--- src/design/assert_macros.svh ---
// Assertion helpers
`ifndef ASSERT_MACROS_SVH
`define ASSERT_MACROS_SVH

`define CHK_IMPL(lbl, clk_s, rst_s, ante, cons) \
    lbl: assert property (@(posedge clk_s) disable iff (!rst_s) (ante) |-> (cons)) \
        else $error("check failed");

`define CHK_NEXT(lbl, clk_s, rst_s, ante, cons) \
    lbl: assert property (@(posedge clk_s) disable iff (!rst_s) (ante) |=> (cons)) \
        else $error("check failed");

`endif

--- src/design/rbd_pkg.sv ---
package rbd_pkg;

    localparam int DEPTH      = 16;
    localparam int DATA_WIDTH = 32;
    localparam int PW         = $clog2(DEPTH);
    localparam int CW         = $clog2(DEPTH + 1);

    localparam logic [3:0] OP_PUSH_BACK  = 4'd0;
    localparam logic [3:0] OP_PUSH_FRONT = 4'd1;
    localparam logic [3:0] OP_POP_BACK   = 4'd2;
    localparam logic [3:0] OP_POP_FRONT  = 4'd3;
    localparam logic [3:0] OP_READ       = 4'd4;
    localparam logic [3:0] OP_INSERT     = 4'd5;
    localparam logic [3:0] OP_ERASE      = 4'd6;
    localparam logic [3:0] OP_ERASE_RNG  = 4'd7;
    localparam logic [3:0] OP_CLEAR      = 4'd8;

    localparam logic [1:0] ST_OK    = 2'd0;
    localparam logic [1:0] ST_FULL  = 2'd1;
    localparam logic [1:0] ST_RANGE = 2'd2;

    localparam logic [2:0] K_NOP    = 3'd0;
    localparam logic [2:0] K_PUSHB  = 3'd1;
    localparam logic [2:0] K_PUSHF  = 3'd2;
    localparam logic [2:0] K_POPB   = 3'd3;
    localparam logic [2:0] K_POPF   = 3'd4;
    localparam logic [2:0] K_READ   = 3'd5;
    localparam logic [2:0] K_CLEAR  = 3'd6;
    localparam logic [2:0] K_MOVE   = 3'd7;

    // classified request passed front to back
    typedef struct packed {
        logic [2:0]            kind;
        logic [1:0]            status;
        logic [DATA_WIDTH-1:0] value;
        logic [4:0]            idx;
        logic                  ins;
        logic                  shift_front;
        logic [CW-1:0]         gap;
        logic [CW-1:0]         moves;
    } rbd_req_t;

endpackage

--- src/design/ring_buffer_deque_unit.sv ---
// Sequence: the front registers an accepted request, then the back moves from S_IDLE
// through S_RF, S_RB and S_OUT and raises done from a register; this holds for end ops,
// clear and rejected requests, read adds S_RD, and insert and erase step S_MOVE through
// each moved entry (at most 7) and then S_WR. One request in flight; busy drops in the
// done cycle, so a new request may start while done is high. The receiver cannot stall
// done. Reset: asynchronous, active low; deque empty, pointers zero, store unset.
`include "assert_macros.svh"

module ring_buffer_deque_unit
(
    input  logic                           clk,
    input  logic                           rst_n,
    input  logic                           start,
    output logic                           busy,
    input  logic [3:0]                     operation,
    input  logic [rbd_pkg::DATA_WIDTH-1:0] value,
    input  logic [4:0]                     index,
    input  logic [4:0]                     index_end,
    output logic                           done,
    output logic [rbd_pkg::DATA_WIDTH-1:0] read_value,
    output logic [rbd_pkg::DATA_WIDTH-1:0] front_value,
    output logic [rbd_pkg::DATA_WIDTH-1:0] back_value,
    output logic [4:0]                     count,
    output logic [1:0]                     status
);
    import rbd_pkg::*;

    logic     deq, q_full, q_valid, idle;
    rbd_req_t q_req;
    logic [CW-1:0] cnt_view;

    // front classifies only against a settled count
    assign busy = q_valid || !idle;

    rbd_front u_front
    (
        .clk(clk), .rst_n(rst_n), .start(start && !busy), .operation(operation),
        .value(value), .index(index), .index_end(index_end), .deq(deq),
        .q_full(q_full), .q_valid(q_valid), .q_req(q_req),
        .cnt_next_view(cnt_view)
    );

    rbd_back u_back
    (
        .clk(clk), .rst_n(rst_n), .q_valid(q_valid), .q_req(q_req),
        .deq(deq), .idle(idle), .cnt_view(cnt_view), .strobe(done),
        .read_value(read_value), .front_value(front_value),
        .back_value(back_value), .count(count), .status(status)
    );

    `CHK_IMPL(a_cnt_max, clk, rst_n, 1'b1, cnt_view <= CW'(DEPTH))
    `CHK_NEXT(a_acc_busy, clk, rst_n, start && !busy, busy)
    `CHK_IMPL(a_done_range, clk, rst_n, done && status != ST_OK, status != 2'd3)

endmodule

--- src/design/rbd_front.sv ---
module rbd_front
(
    input  logic                          clk,
    input  logic                          rst_n,
    input  logic                          start,
    input  logic [3:0]                    operation,
    input  logic [rbd_pkg::DATA_WIDTH-1:0] value,
    input  logic [4:0]                    index,
    input  logic [4:0]                    index_end,
    input  logic                          deq,
    output logic                          q_full,
    output logic                          q_valid,
    output rbd_pkg::rbd_req_t             q_req,
    input  logic [rbd_pkg::CW-1:0]        cnt_next_view
);
    import rbd_pkg::*;

    // one-entry queue; count view is the back's current count register
    rbd_req_t req_reg;
    logic     vld_reg;
    rbd_req_t cls;
    logic [5:0] c, ix, ie;

    assign q_full  = vld_reg && !deq;
    assign q_valid = vld_reg;
    assign q_req   = req_reg;

    always_comb
    begin
        c  = 6'(cnt_next_view);
        ix = 6'(index);
        ie = 6'(index_end);
        cls = '0;
        cls.value = value;
        cls.idx = index;
        cls.kind = K_NOP;
        cls.status = ST_OK;
        unique case (operation)
            OP_PUSH_BACK:
            begin
                if (c >= 6'(DEPTH)) cls.status = ST_FULL;
                else cls.kind = K_PUSHB;
            end
            OP_PUSH_FRONT:
            begin
                if (c >= 6'(DEPTH)) cls.status = ST_FULL;
                else cls.kind = K_PUSHF;
            end
            OP_POP_BACK:
            begin
                if (c == 6'd0) cls.status = ST_RANGE;
                else cls.kind = K_POPB;
            end
            OP_POP_FRONT:
            begin
                if (c == 6'd0) cls.status = ST_RANGE;
                else cls.kind = K_POPF;
            end
            OP_READ:
            begin
                if (ix >= c) cls.status = ST_RANGE;
                else cls.kind = K_READ;
            end
            OP_INSERT:
            begin
                if (ix > c) cls.status = ST_RANGE;
                else if (c >= 6'(DEPTH)) cls.status = ST_FULL;
                else
                begin
                    cls.kind = K_MOVE;
                    cls.ins = 1'b1;
                    cls.gap = CW'(1);
                    cls.shift_front = ix < (c - ix);
                    cls.moves = cls.shift_front ? CW'(ix) : CW'(c - ix);
                end
            end
            OP_ERASE:
            begin
                if (ix >= c) cls.status = ST_RANGE;
                else
                begin
                    cls.kind = K_MOVE;
                    cls.gap = CW'(1);
                    cls.shift_front = ix < (c - ix);
                    cls.moves = cls.shift_front ? CW'(ix) : CW'(c - ix - 6'd1);
                end
            end
            OP_ERASE_RNG:
            begin
                if (ix > ie || ie > c) cls.status = ST_RANGE;
                else if (ix != ie)
                begin
                    cls.kind = K_MOVE;
                    cls.gap = CW'(ie - ix);
                    cls.shift_front = ix < (c - ie);
                    cls.moves = cls.shift_front ? CW'(ix) : CW'(c - ie);
                end
            end
            OP_CLEAR: cls.kind = K_CLEAR;
            default: cls.kind = K_NOP;
        endcase
    end

    always_ff @(posedge clk or negedge rst_n)
    begin
        if (!rst_n)
            vld_reg <= 1'b0;
        else if (start && !q_full)
            vld_reg <= 1'b1;
        else if (deq)
            vld_reg <= 1'b0;
    end

    always_ff @(posedge clk)
    begin
        if (start && !q_full)
            req_reg <= cls;
    end

endmodule

--- src/design/rbd_back.sv ---
module rbd_back
(
    input  logic                           clk,
    input  logic                           rst_n,
    input  logic                           q_valid,
    input  rbd_pkg::rbd_req_t              q_req,
    output logic                           deq,
    output logic                           idle,
    output logic [rbd_pkg::CW-1:0]         cnt_view,
    output logic                           strobe,
    output logic [rbd_pkg::DATA_WIDTH-1:0] read_value,
    output logic [rbd_pkg::DATA_WIDTH-1:0] front_value,
    output logic [rbd_pkg::DATA_WIDTH-1:0] back_value,
    output logic [4:0]                     count,
    output logic [1:0]                     status
);
    import rbd_pkg::*;

    localparam logic [2:0] S_IDLE = 3'd0;
    localparam logic [2:0] S_MOVE = 3'd1;
    localparam logic [2:0] S_WR   = 3'd2;
    localparam logic [2:0] S_RF   = 3'd3;
    localparam logic [2:0] S_RB   = 3'd4;
    localparam logic [2:0] S_OUT  = 3'd5;
    localparam logic [2:0] S_RD   = 3'd6;

    logic [DATA_WIDTH-1:0] mem [DEPTH];
    logic [2:0]            st_reg, st_next;
    logic [PW-1:0]         head_reg, head_next;
    logic [CW-1:0]         cnt_reg, cnt_next;
    rbd_req_t              cur_reg;
    logic [CW-1:0]         step_reg, step_next;
    logic [DATA_WIDTH-1:0] rdata_reg;
    logic [DATA_WIDTH-1:0] rv_reg, rv_next, fv_reg, fv_next;
    logic [DATA_WIDTH-1:0] bv_reg, bv_next;
    logic [1:0]            stat_reg, stat_next;
    logic                  stb_reg, stb_next;
    logic                  rd_en, wr_en;
    logic [PW-1:0]         rd_addr, wr_addr;
    logic [DATA_WIDTH-1:0] wr_data;
    logic                  mv_pend_reg, mv_pend_next;
    logic [PW-1:0]         mv_dst_reg, mv_dst_next;

    function automatic logic [PW-1:0] slot(input logic [PW-1:0] h, input logic [CW:0] l);
        slot = h + PW'(l);
    endfunction

    assign deq = q_valid && (st_reg == S_IDLE);
    assign idle = (st_reg == S_IDLE) && !q_valid;
    assign cnt_view = cnt_reg;
    assign strobe = stb_reg;
    assign read_value = rv_reg;
    assign front_value = fv_reg;
    assign back_value = bv_reg;
    assign count = 5'(cnt_reg);
    assign status = stat_reg;

    always_comb
    begin
        logic [CW:0] src;
        logic [CW:0] dst;
        st_next = st_reg;
        head_next = head_reg;
        cnt_next = cnt_reg;
        step_next = step_reg;
        rv_next = rv_reg;
        fv_next = fv_reg;
        bv_next = bv_reg;
        stat_next = stat_reg;
        stb_next = 1'b0;
        rd_en = 1'b0;
        wr_en = 1'b0;
        rd_addr = '0;
        wr_addr = '0;
        wr_data = cur_reg.value;
        mv_pend_next = 1'b0;
        mv_dst_next = mv_dst_reg;
        src = '0;
        dst = '0;
        if (mv_pend_reg)
        begin
            wr_en = 1'b1;
            wr_addr = mv_dst_reg;
            wr_data = rdata_reg;
        end
        unique case (st_reg)
            S_IDLE:
            begin
                if (q_valid)
                begin
                    stat_next = q_req.status;
                    rv_next = '0;
                    step_next = '0;
                    st_next = S_RF;
                    unique case (q_req.kind)
                        K_PUSHB:
                        begin
                            wr_en = 1'b1;
                            wr_addr = slot(head_reg, (CW+1)'(cnt_reg));
                            wr_data = q_req.value;
                            cnt_next = cnt_reg + CW'(1);
                        end
                        K_PUSHF:
                        begin
                            wr_en = 1'b1;
                            wr_addr = head_reg - PW'(1);
                            wr_data = q_req.value;
                            head_next = head_reg - PW'(1);
                            cnt_next = cnt_reg + CW'(1);
                        end
                        K_POPB: cnt_next = cnt_reg - CW'(1);
                        K_POPF:
                        begin
                            head_next = head_reg + PW'(1);
                            cnt_next = cnt_reg - CW'(1);
                        end
                        K_READ:
                        begin
                            rd_en = 1'b1;
                            rd_addr = slot(head_reg, (CW+1)'(q_req.idx));
                            st_next = S_RD;
                        end
                        K_CLEAR:
                        begin
                            head_next = '0;
                            cnt_next = '0;
                        end
                        K_MOVE:
                        begin
                            if (q_req.ins && q_req.shift_front)
                                head_next = head_reg - PW'(1);
                            st_next = S_MOVE;
                        end
                        default: ;
                    endcase
                end
            end
            S_RD:
            begin
                rv_next = rdata_reg;
                st_next = S_RF;
            end
            S_MOVE:
            begin
                if (step_reg == cur_reg.moves)
                    st_next = S_WR;
                else
                begin
                    step_next = step_reg + CW'(1);
                    if (cur_reg.ins)
                    begin
                        if (cur_reg.shift_front)
                        begin
                            src = (CW+1)'(step_reg) + 1'b1;
                            dst = (CW+1)'(step_reg);
                        end
                        else
                        begin
                            src = (CW+1)'(cnt_reg) - (CW+1)'(step_reg) - 1'b1;
                            dst = (CW+1)'(cnt_reg) - (CW+1)'(step_reg);
                        end
                    end
                    else if (cur_reg.shift_front)
                    begin
                        src = (CW+1)'(cur_reg.idx) - (CW+1)'(step_reg) - 1'b1;
                        dst = src + (CW+1)'(cur_reg.gap);
                    end
                    else
                    begin
                        src = (CW+1)'(cur_reg.idx) + (CW+1)'(cur_reg.gap)
                            + (CW+1)'(step_reg);
                        dst = src - (CW+1)'(cur_reg.gap);
                    end
                    rd_en = 1'b1;
                    rd_addr = slot(head_reg, src);
                    mv_pend_next = 1'b1;
                    mv_dst_next = slot(head_reg, dst);
                end
            end
            S_WR:
            begin
                if (cur_reg.ins)
                begin
                    wr_en = 1'b1;
                    wr_addr = slot(head_reg, (CW+1)'(cur_reg.idx));
                    wr_data = cur_reg.value;
                    cnt_next = cnt_reg + CW'(1);
                end
                else
                begin
                    if (cur_reg.shift_front)
                        head_next = head_reg + PW'(cur_reg.gap);
                    cnt_next = cnt_reg - cur_reg.gap;
                end
                st_next = S_RF;
            end
            S_RF:
            begin
                rd_en = 1'b1;
                rd_addr = head_reg;
                st_next = S_RB;
            end
            S_RB:
            begin
                rd_en = 1'b1;
                rd_addr = slot(head_reg, (CW+1)'(cnt_reg) - 1'b1);
                fv_next = (cnt_reg == '0) ? '0 : rdata_reg;
                st_next = S_OUT;
            end
            S_OUT:
            begin
                bv_next = (cnt_reg == '0) ? '0 : rdata_reg;
                stb_next = 1'b1;
                st_next = S_IDLE;
            end
            default: st_next = S_IDLE;
        endcase
    end

    always_ff @(posedge clk)
    begin
        if (wr_en)
            mem[wr_addr] <= wr_data;
        if (rd_en)
            rdata_reg <= mem[rd_addr];
    end

    always_ff @(posedge clk)
    begin
        if (deq)
            cur_reg <= q_req;
        step_reg <= step_next;
        rv_reg <= rv_next;
        fv_reg <= fv_next;
        bv_reg <= bv_next;
        stat_reg <= stat_next;
        mv_dst_reg <= mv_dst_next;
    end

    always_ff @(posedge clk or negedge rst_n)
    begin
        if (!rst_n)
        begin
            st_reg <= S_IDLE;
            head_reg <= '0;
            cnt_reg <= '0;
            stb_reg <= 1'b0;
            mv_pend_reg <= 1'b0;
        end
        else
        begin
            st_reg <= st_next;
            head_reg <= head_next;
            cnt_reg <= cnt_next;
            stb_reg <= stb_next;
            mv_pend_reg <= mv_pend_next;
        end
    end

endmodule
--- config.mk ---
export PLATFORM = sky130hd
export DESIGN_NAME = ring_buffer_deque_unit
export DESIGN_NICKNAME = d
export VERILOG_FILES = /design/src/design/rbd_pkg.sv /design/src/design/ring_buffer_deque_unit.sv /design/src/design/rbd_front.sv /design/src/design/rbd_back.sv
export VERILOG_INCLUDE_DIRS = /design/src /design/src/design
export SDC_FILE = /design/constraint.sdc
export NUM_CORES = 1
export LEC_CHECK = 0
export ABC_AREA = 1
export ABC_CLOCK_PERIOD_IN_PS = 5780
export BUFFER_PORTS_ARGS = -buffer_cell sky130_fd_sc_hd__buf_4
export CAP_MARGIN = 10
export CORE_MARGIN = 1
export CORE_UTILIZATION = 49
export CTS_CLUSTER_DIAMETER = 50
export DETAILED_ROUTE_END_ITERATION = 8
export GPL_TIMING_DRIVEN = 0
export PLACE_DENSITY = 0.66
export SLEW_MARGIN = 10
export SYNTH_ARGS = -nofsm -noshare
export SYNTH_HDL_FRONTEND = slang
export SYNTH_SLANG_ARGS = --single-unit
--- constraint.sdc ---
create_clock -name clk -period 5.78 [get_ports clk]
set_clock_uncertainty 0.15 [all_clocks]
set_input_delay 0.867 -clock clk [delete_from_list [all_inputs] [get_ports clk]]
set_output_delay 0.867 -clock clk [all_outputs]
set_load 0.02 [all_outputs]
==> out/metrics.yaml, run 1 <==
run_status:
  status: "completed"
timing:
  rsz0062_at_grt: "no"
  fin_crit_sh_pct: 89.61
  fmax_ghz: 0.1931
  hold_viol_final: 0
  maxSlewHeadroom_pct: 31.18
  layout_min_cycle_time_ns: 5.180
  holdWs_ns: 0.2378
  tightestPinTransition_ns: 1.032
  setup_viol: 0
  report.final.slew_viol_count: 0
synthesis:
  synth.area.top_cells: "edfxtp_1 63%, nand2_1 11%, inv_1 6.4%"
  netlist.area_leader.share_pct: 62.94
  synthesis.nets: 3666
  syn-mean-instance-area_um2: 10.17
  synth_edf_count: 752
  ys_warn_count: 0
  yosysTopAreaCell: "edfxtp_1"
  synth_ff_type: "edfxtp_1"
  yosysUniqueCellTypes: 48
  ys_ff_latch: 767
  synth_common_cells: "1,027 x nand2_1, 752 x edfxtp_1, 610 x inv_1, 408 x nand3_1, 121 x nor2_1"
  synthCells: 3528
  synth_area_um2: 35880
  ys_seq_area_share_pct: 63.99
  async_flop_share_pct: 1.956
  yosysMostFrequentCell: "nand2_1"
die:
  die_w_um: 272.6
  core-area_um2: 71980
  die_area_um2: 74310
  dieHeight_um: 272.6
  ios: 154
  initial_utilization_pct: 49.85
  rows: 98
worst_hold_path:
  hp-class: "in -> reg"
  holdPathStages: 1
  hp-start: "value[30]"
  hold_end: "u_front.q_req[47]"
setup_path:
  r2r-end: "u_back.rdata_reg[2]"
  worstPathArrival_ns: 5.51
  crit_buf_inv: 4
  cp-start-kind: "register"
  crit_required_ns: 6.11
  endpoint_kind: "register"
  path_cells: "inv_1 -> fa_1 -> ha_1 -> a21oi_1 -> a32oi_1 -> fa_1 -> inv_1 -> nand3_1 -> nand2_1 -> buf_2 -> buf_2 -> nand3_1 -> nand2_1 -> nand2_1 -> nand2_1 -> nand3_1 -> nand2_1"
  crit_family: "adder cells"
  slowest_delay_ns: 0.75
  reg2reg_depth: 17
  ff2ff_setup_slack_ns: 0.60
  r2r-start: "u_back.cnt_view[1]"
  path_common_cell: "nand2_1"
  cp_slowest_cell: "dfrtp_1"
  crit_fanout: 12
  criticalPathCategory: "reg -> reg"
  path_depth: 17
cts:
  cts.sinks: 767
  cts_buffer_depth: 3
  cts_tree: "yes"
  numCtsBuffers: 91
  ctsResizeCount: 0
  htreeDepth: 3
  clock_latency_ns: 0.65
  clockRootBuffer: "clkbuf_16"
  clkTransAtPathRegs_ns: 0.06
global_route:
  grt_usage_pct: 25.30
  grt_pass1_vias: 23950
  grt_overflow: 0
  grt_pass1_wl_um: 141400
  grt_max_degree: 35
  antenna_found_initial: 1
detailed_routing:
  wl_per_cell_um: 19.44
  final_antenna_net_count: 0
  dr.pass1.iters: 6
  finalWirelength_um: 94040
  drt-initial-drc-count: 2693
  vias: 25319
  drc: 0
  routed_via_density: 5.233
layout:
  nets: 3953
  largest_register_ff_count: 512
  drive_above_1_share_pct: 13.27
  instances_no_fill: 4838
  antennaDiodeCount: 0
  fin_area_um2: 42410
  fin_util_pct: 58.93
  area_delta_synth_final_pct: 18.22
run:
  max_cap_viol_count: 0
placed_design:
  dp_hpwl_um: 67020
  gp_congestion: 0.8797
  place_area_um2: 39180
  placed_cells: 4671
  io_buffers: 153
layer usage:
| layer | vias up | share of wire, % | global-route usage, % |
|---|---|---|---|
| li1 | 12141 | - | - |
| met1 | 11945 | 44 | 37.01 |
| met2 | 1092 | 44 | 38.67 |
| met3 | 141 | 9.1 | 4.499 |
| met4 | 0 | 2.4 | 7.451 |
| met5 | - | 0 | 0 |
cell usage in the layout, fill, tap and decap left out, types with 15 or more instances in the layout:
cell,instances
nand2_1,1026
edfxtp_1,752
inv_1,610
nand3_1,407
buf_4,172
nor2_1,104
clkbuf_16,92
buf_2,83
o21ai_0,82
ha_1,70
clkbuf_1,60
a21oi_1,45
nand3b_1,33
o21ai_1,33
o221ai_2,29
xor2_1,26
nor2_4,20
fa_1,19
xnor2_1,18
buf_12,17
dfrtp_1,15
layout make-up:
class,count,area [um2]
buffer,150,726.9
clock buffer,105,2361
clock inverter,61,864.6
fill,5862,29560
inverter,624,2345
multi-input combinational,1987,10180
sequential,767,22960
tap,950,1189
timing repair buffer,194,1795
kinds of logic after synthesis:
| kind of cell | after synthesis | synth area share (%) |
|---|---|---|
| DFF | 767 | 63.99 |
| buffers and inverters | 774 | 8.561 |
| and+or+nand+nor | 1626 | 19.10 |
| adders and majority gates | 89 | 3.501 |
| xor gates and xnor gates | 45 | 1.119 |
| AOI/OAI and AO/OA | 227 | 3.731 |
worst max-delay path by stage:
| stage | startpoint | end |
|---|---|---|
| final | u_back.cnt_view[1] | u_back.rdata_reg[2] |
| after global routing | u_back.cnt_view[1] | u_back.rdata_reg[2] |
| after CTS | u_back.cnt_view[1] | u_back.rdata_reg[2] |
| after detailed placement | u_back.cnt_view[1] | u_back.rdata_reg[2] |
| after global placement | u_back.st_reg[2] | u_back.mem[5][6] |
| after floorplan | u_back.st_reg[1] | u_back.mem[4][0] |
what timing repair did:
item                                    4_1_cts  5_1_grt
hold endpoints to repair                     15        0
endpoints found under the setup margin        0        0
buffers inserted                              0        0
hold buffers                                  1        0
stage by stage:
stage / TNS, ns / setup slack (ns)
after floorplan: 0 / 0.6801
after global routing: 0 / 0.3478
after global placement: -779.09 / -2.005
final: 0 / 0.6004
after detailed placement: 0 / 0.6446
after CTS: 0 / 0.6142
Power of run 1 is not shown: default switching activity piles up to over one toggle a cycle in this logic, so the estimate is an artifact.
==> run 2: changes to the inputs <==
- ABC_AREA: 1 -> default
- ABC_CLOCK_PERIOD_IN_PS: 5780 -> 6200
- SYNTH_HIERARCHICAL: default -> 1
- clock period: 5.78 -> 6.2 ns (I/O delays scaled with it)
==> run 2 against run 1 <==
  * Worst hold slack improved by 0.0047 ns
  * Area after synthesis fell by 5.9%
  * Register-to-register slack got worse by 0.47 ns
  * Largest cell class unchanged
  * Critical path depth fell by 1
  * Non-clock buffer count rose by 22
  * Fmax fell by 15%
  * Count of clock-buffer cells in the layout fell by 3
  * First-iteration DRC count rose by 22%
  * Critical path type unchanged
==> out/metrics.yaml, run 2 <==
run_status:
  status: "completed"
setup_path:
  slowest_delay_ns: 1.04  # +0.29 ns
  crit_required_ns: 6.40  # +0.29 ns
  endpoint_kind: "register"
  path_common_cell: "ha_1"
  cp_slowest_cell: "nor3_1"
  crit_buf_inv: 2  # -2
  cp-start-kind: "register"
  path_cells: "inv_1 -> ha_1 -> fa_1 -> ha_1 -> nand2_1 -> o21ai_0 -> o21ai_0 -> ha_1 -> a21o_1 -> a21oi_1 -> xnor2_1 -> a2111oi_0 -> a31o_1 -> nor3_1 -> buf_2 -> mux2_1"
  worstPathArrival_ns: 6.27  # +0.76 ns
  crit_fanout: 10  # -2
  criticalPathCategory: "reg -> reg"
  ff2ff_setup_slack_ns: 0.13  # -0.47 ns
  crit_family: "adder cells"
layout:
  fin_area_um2: 39440  # -7.0%
  drive_above_1_share_pct: 14.97  # +1.7 points
  layout_common_cells: "752 x edfxtp_1, 292 x and3_1, 231 x a2111oi_0"
  nets: 2713  # -31%
  area_delta_synth_final_pct: 16.85
  fill_cells: 5160  # -12%
  largest_register_ff_count: 512  # unchanged
  layout_commonest_cell: "edfxtp_1"
die:
  core-area_um2: 67630  # -6.0%
  initial_utilization_pct: 49.91  # +0.060 points
  dieHeight_um: 264.5  # -3.0%
  ios: 154  # unchanged
  rows: 95  # -3.1%
  die_area_um2: 69940  # -5.9%
  die_w_um: 264.5  # -3.0%
detailed_routing:
  drc: 0  # unchanged
  vias: 22792  # -10%
  finalWirelength_um: 100100  # +6.5%
  final_antenna_net_count: 0  # unchanged
  drt-initial-drc-count: 3297  # +22%
  wl_per_cell_um: 28.51  # +47%
  routed_via_density: 6.490  # +24%
  dr.pass1.iters: 6  # unchanged
global_route:
  grt_pass1_wl_um: 148100  # +4.7%
  grt_max_degree: 55  # +57%
  grt_usage_pct: 28.73  # +3.4 points
  grt_overflow: 0  # unchanged
  antenna_found_initial: 3  # +2
  grt_pass1_vias: 22760  # -5.0%
timing:
  hold_viol_final: 0  # unchanged
  setup_viol: 0  # unchanged
  report.final.slew_viol_count: 0  # unchanged
  holdWs_ns: 0.2424  # +0.004656 ns
  maxSlewHeadroom_pct: 2.879  # -28 points
  fin_crit_sh_pct: 97.90  # +8.3 points
  layout_min_cycle_time_ns: 6.070  # +0.8904 ns
  fmax_ghz: 0.1647  # -15%
  tightestPinTransition_ns: 1.457  # +0.4246 ns
  rsz0062_at_grt: "yes"
cts:
  numCtsBuffers: 85  # -6.6%
  cts_buffer_depth: 3  # unchanged
  htreeDepth: 3  # unchanged
  cts.sinks: 767  # unchanged
  clock_latency_ns: 0.65  # about the same
  clkTransAtPathRegs_ns: 0.06  # about the same
  cts_tree: "yes"
  clockRootBuffer: "clkbuf_16"
placed_design:
  place_area_um2: 36610  # -6.6%
  dp_hpwl_um: 70160  # +4.7%
  io_buffers: 152  # -0.65%
  gp_congestion: 0.9312  # +5.9%
worst_hold_path:
  hp-class: "reg -> reg"
synthesis:
  syn-mean-instance-area_um2: 14.59  # +43%
  synth_area_um2: 33750  # -5.9%
  synthesis.nets: 2454  # -33%
  ys_warn_count: 6  # +6
  synthCells: 2314  # -34%
run:
  max_cap_viol_count: 0  # unchanged
[run 2: worst paths after layout]
path                                     from                   end  cells after the start
hold reg to reg              u_front/q_req[2]     u_back/cur_reg[2]                      0
setup reg to reg           u_back/cnt_view[0]  u_back/rdata_reg[17]                     16
setup / recovery           u_back/cnt_view[0]  u_back/rdata_reg[17]                     16
min in group asynchronous               rst_n    u_back/cnt_view[4]                      2
max in group asynchronous               rst_n    u_back/cnt_view[0]                      2
hold / removal               u_front/q_req[2]     u_back/cur_reg[2]                      0
[run 2: final cells by class]
| type | count | area, um2 | share of cell area, % |
|---|---|---|---|
| flip-flops and latches | 767 | 22960 | 58.21 |
| well taps | 873 | 1092 | 2.769 |
| diodes | 1 | 2.502 | 0.006345 |
| multi-input cells | 1247 | 9766 | 24.76 |
| clock inverters | 50 | 555.5 | 1.408 |
| inverters | 106 | 402.9 | 1.021 |
| plain buffers | 192 | 822.0 | 2.084 |
| clock buffers | 102 | 2212 | 5.609 |
| repair buffers | 174 | 1629 | 4.130 |
[run 2: per-layer routing]
metal  up-vias  global-route usage [%]  routed length [um]
met5         -                       0                   0
met4         0                   9.051                2396
met3       185                   6.660               11050
met2      1295                   45.50               46440
met1     11445                   39.45               40240
li1       9867                       -                   -
[run 2: repair_timing]
action / CTS / global route
hold endpoints to repair: 9 / 0
hold buffers: 1 / 0
buffers inserted: 0 / 0
endpoints found under the setup margin: 20 / 32
gates resized for setup: 10 / 33
[run 2: metrics by stage]
stage	TNS, ns	instances	worst slack (ns)	utilization [%]
after CTS	0	3511	0.0007190	58.24
after global placement	-19.02	3339	-0.6744	53.21
final	0	3512	0.1301	58.32
after global routing	-0.01978	3511	-0.01337	58.31
after detailed placement	-1.496	3360	-0.2296	54.12
after floorplan	0	2314	1.719	-
Power of run 2 is left out for the same reason.
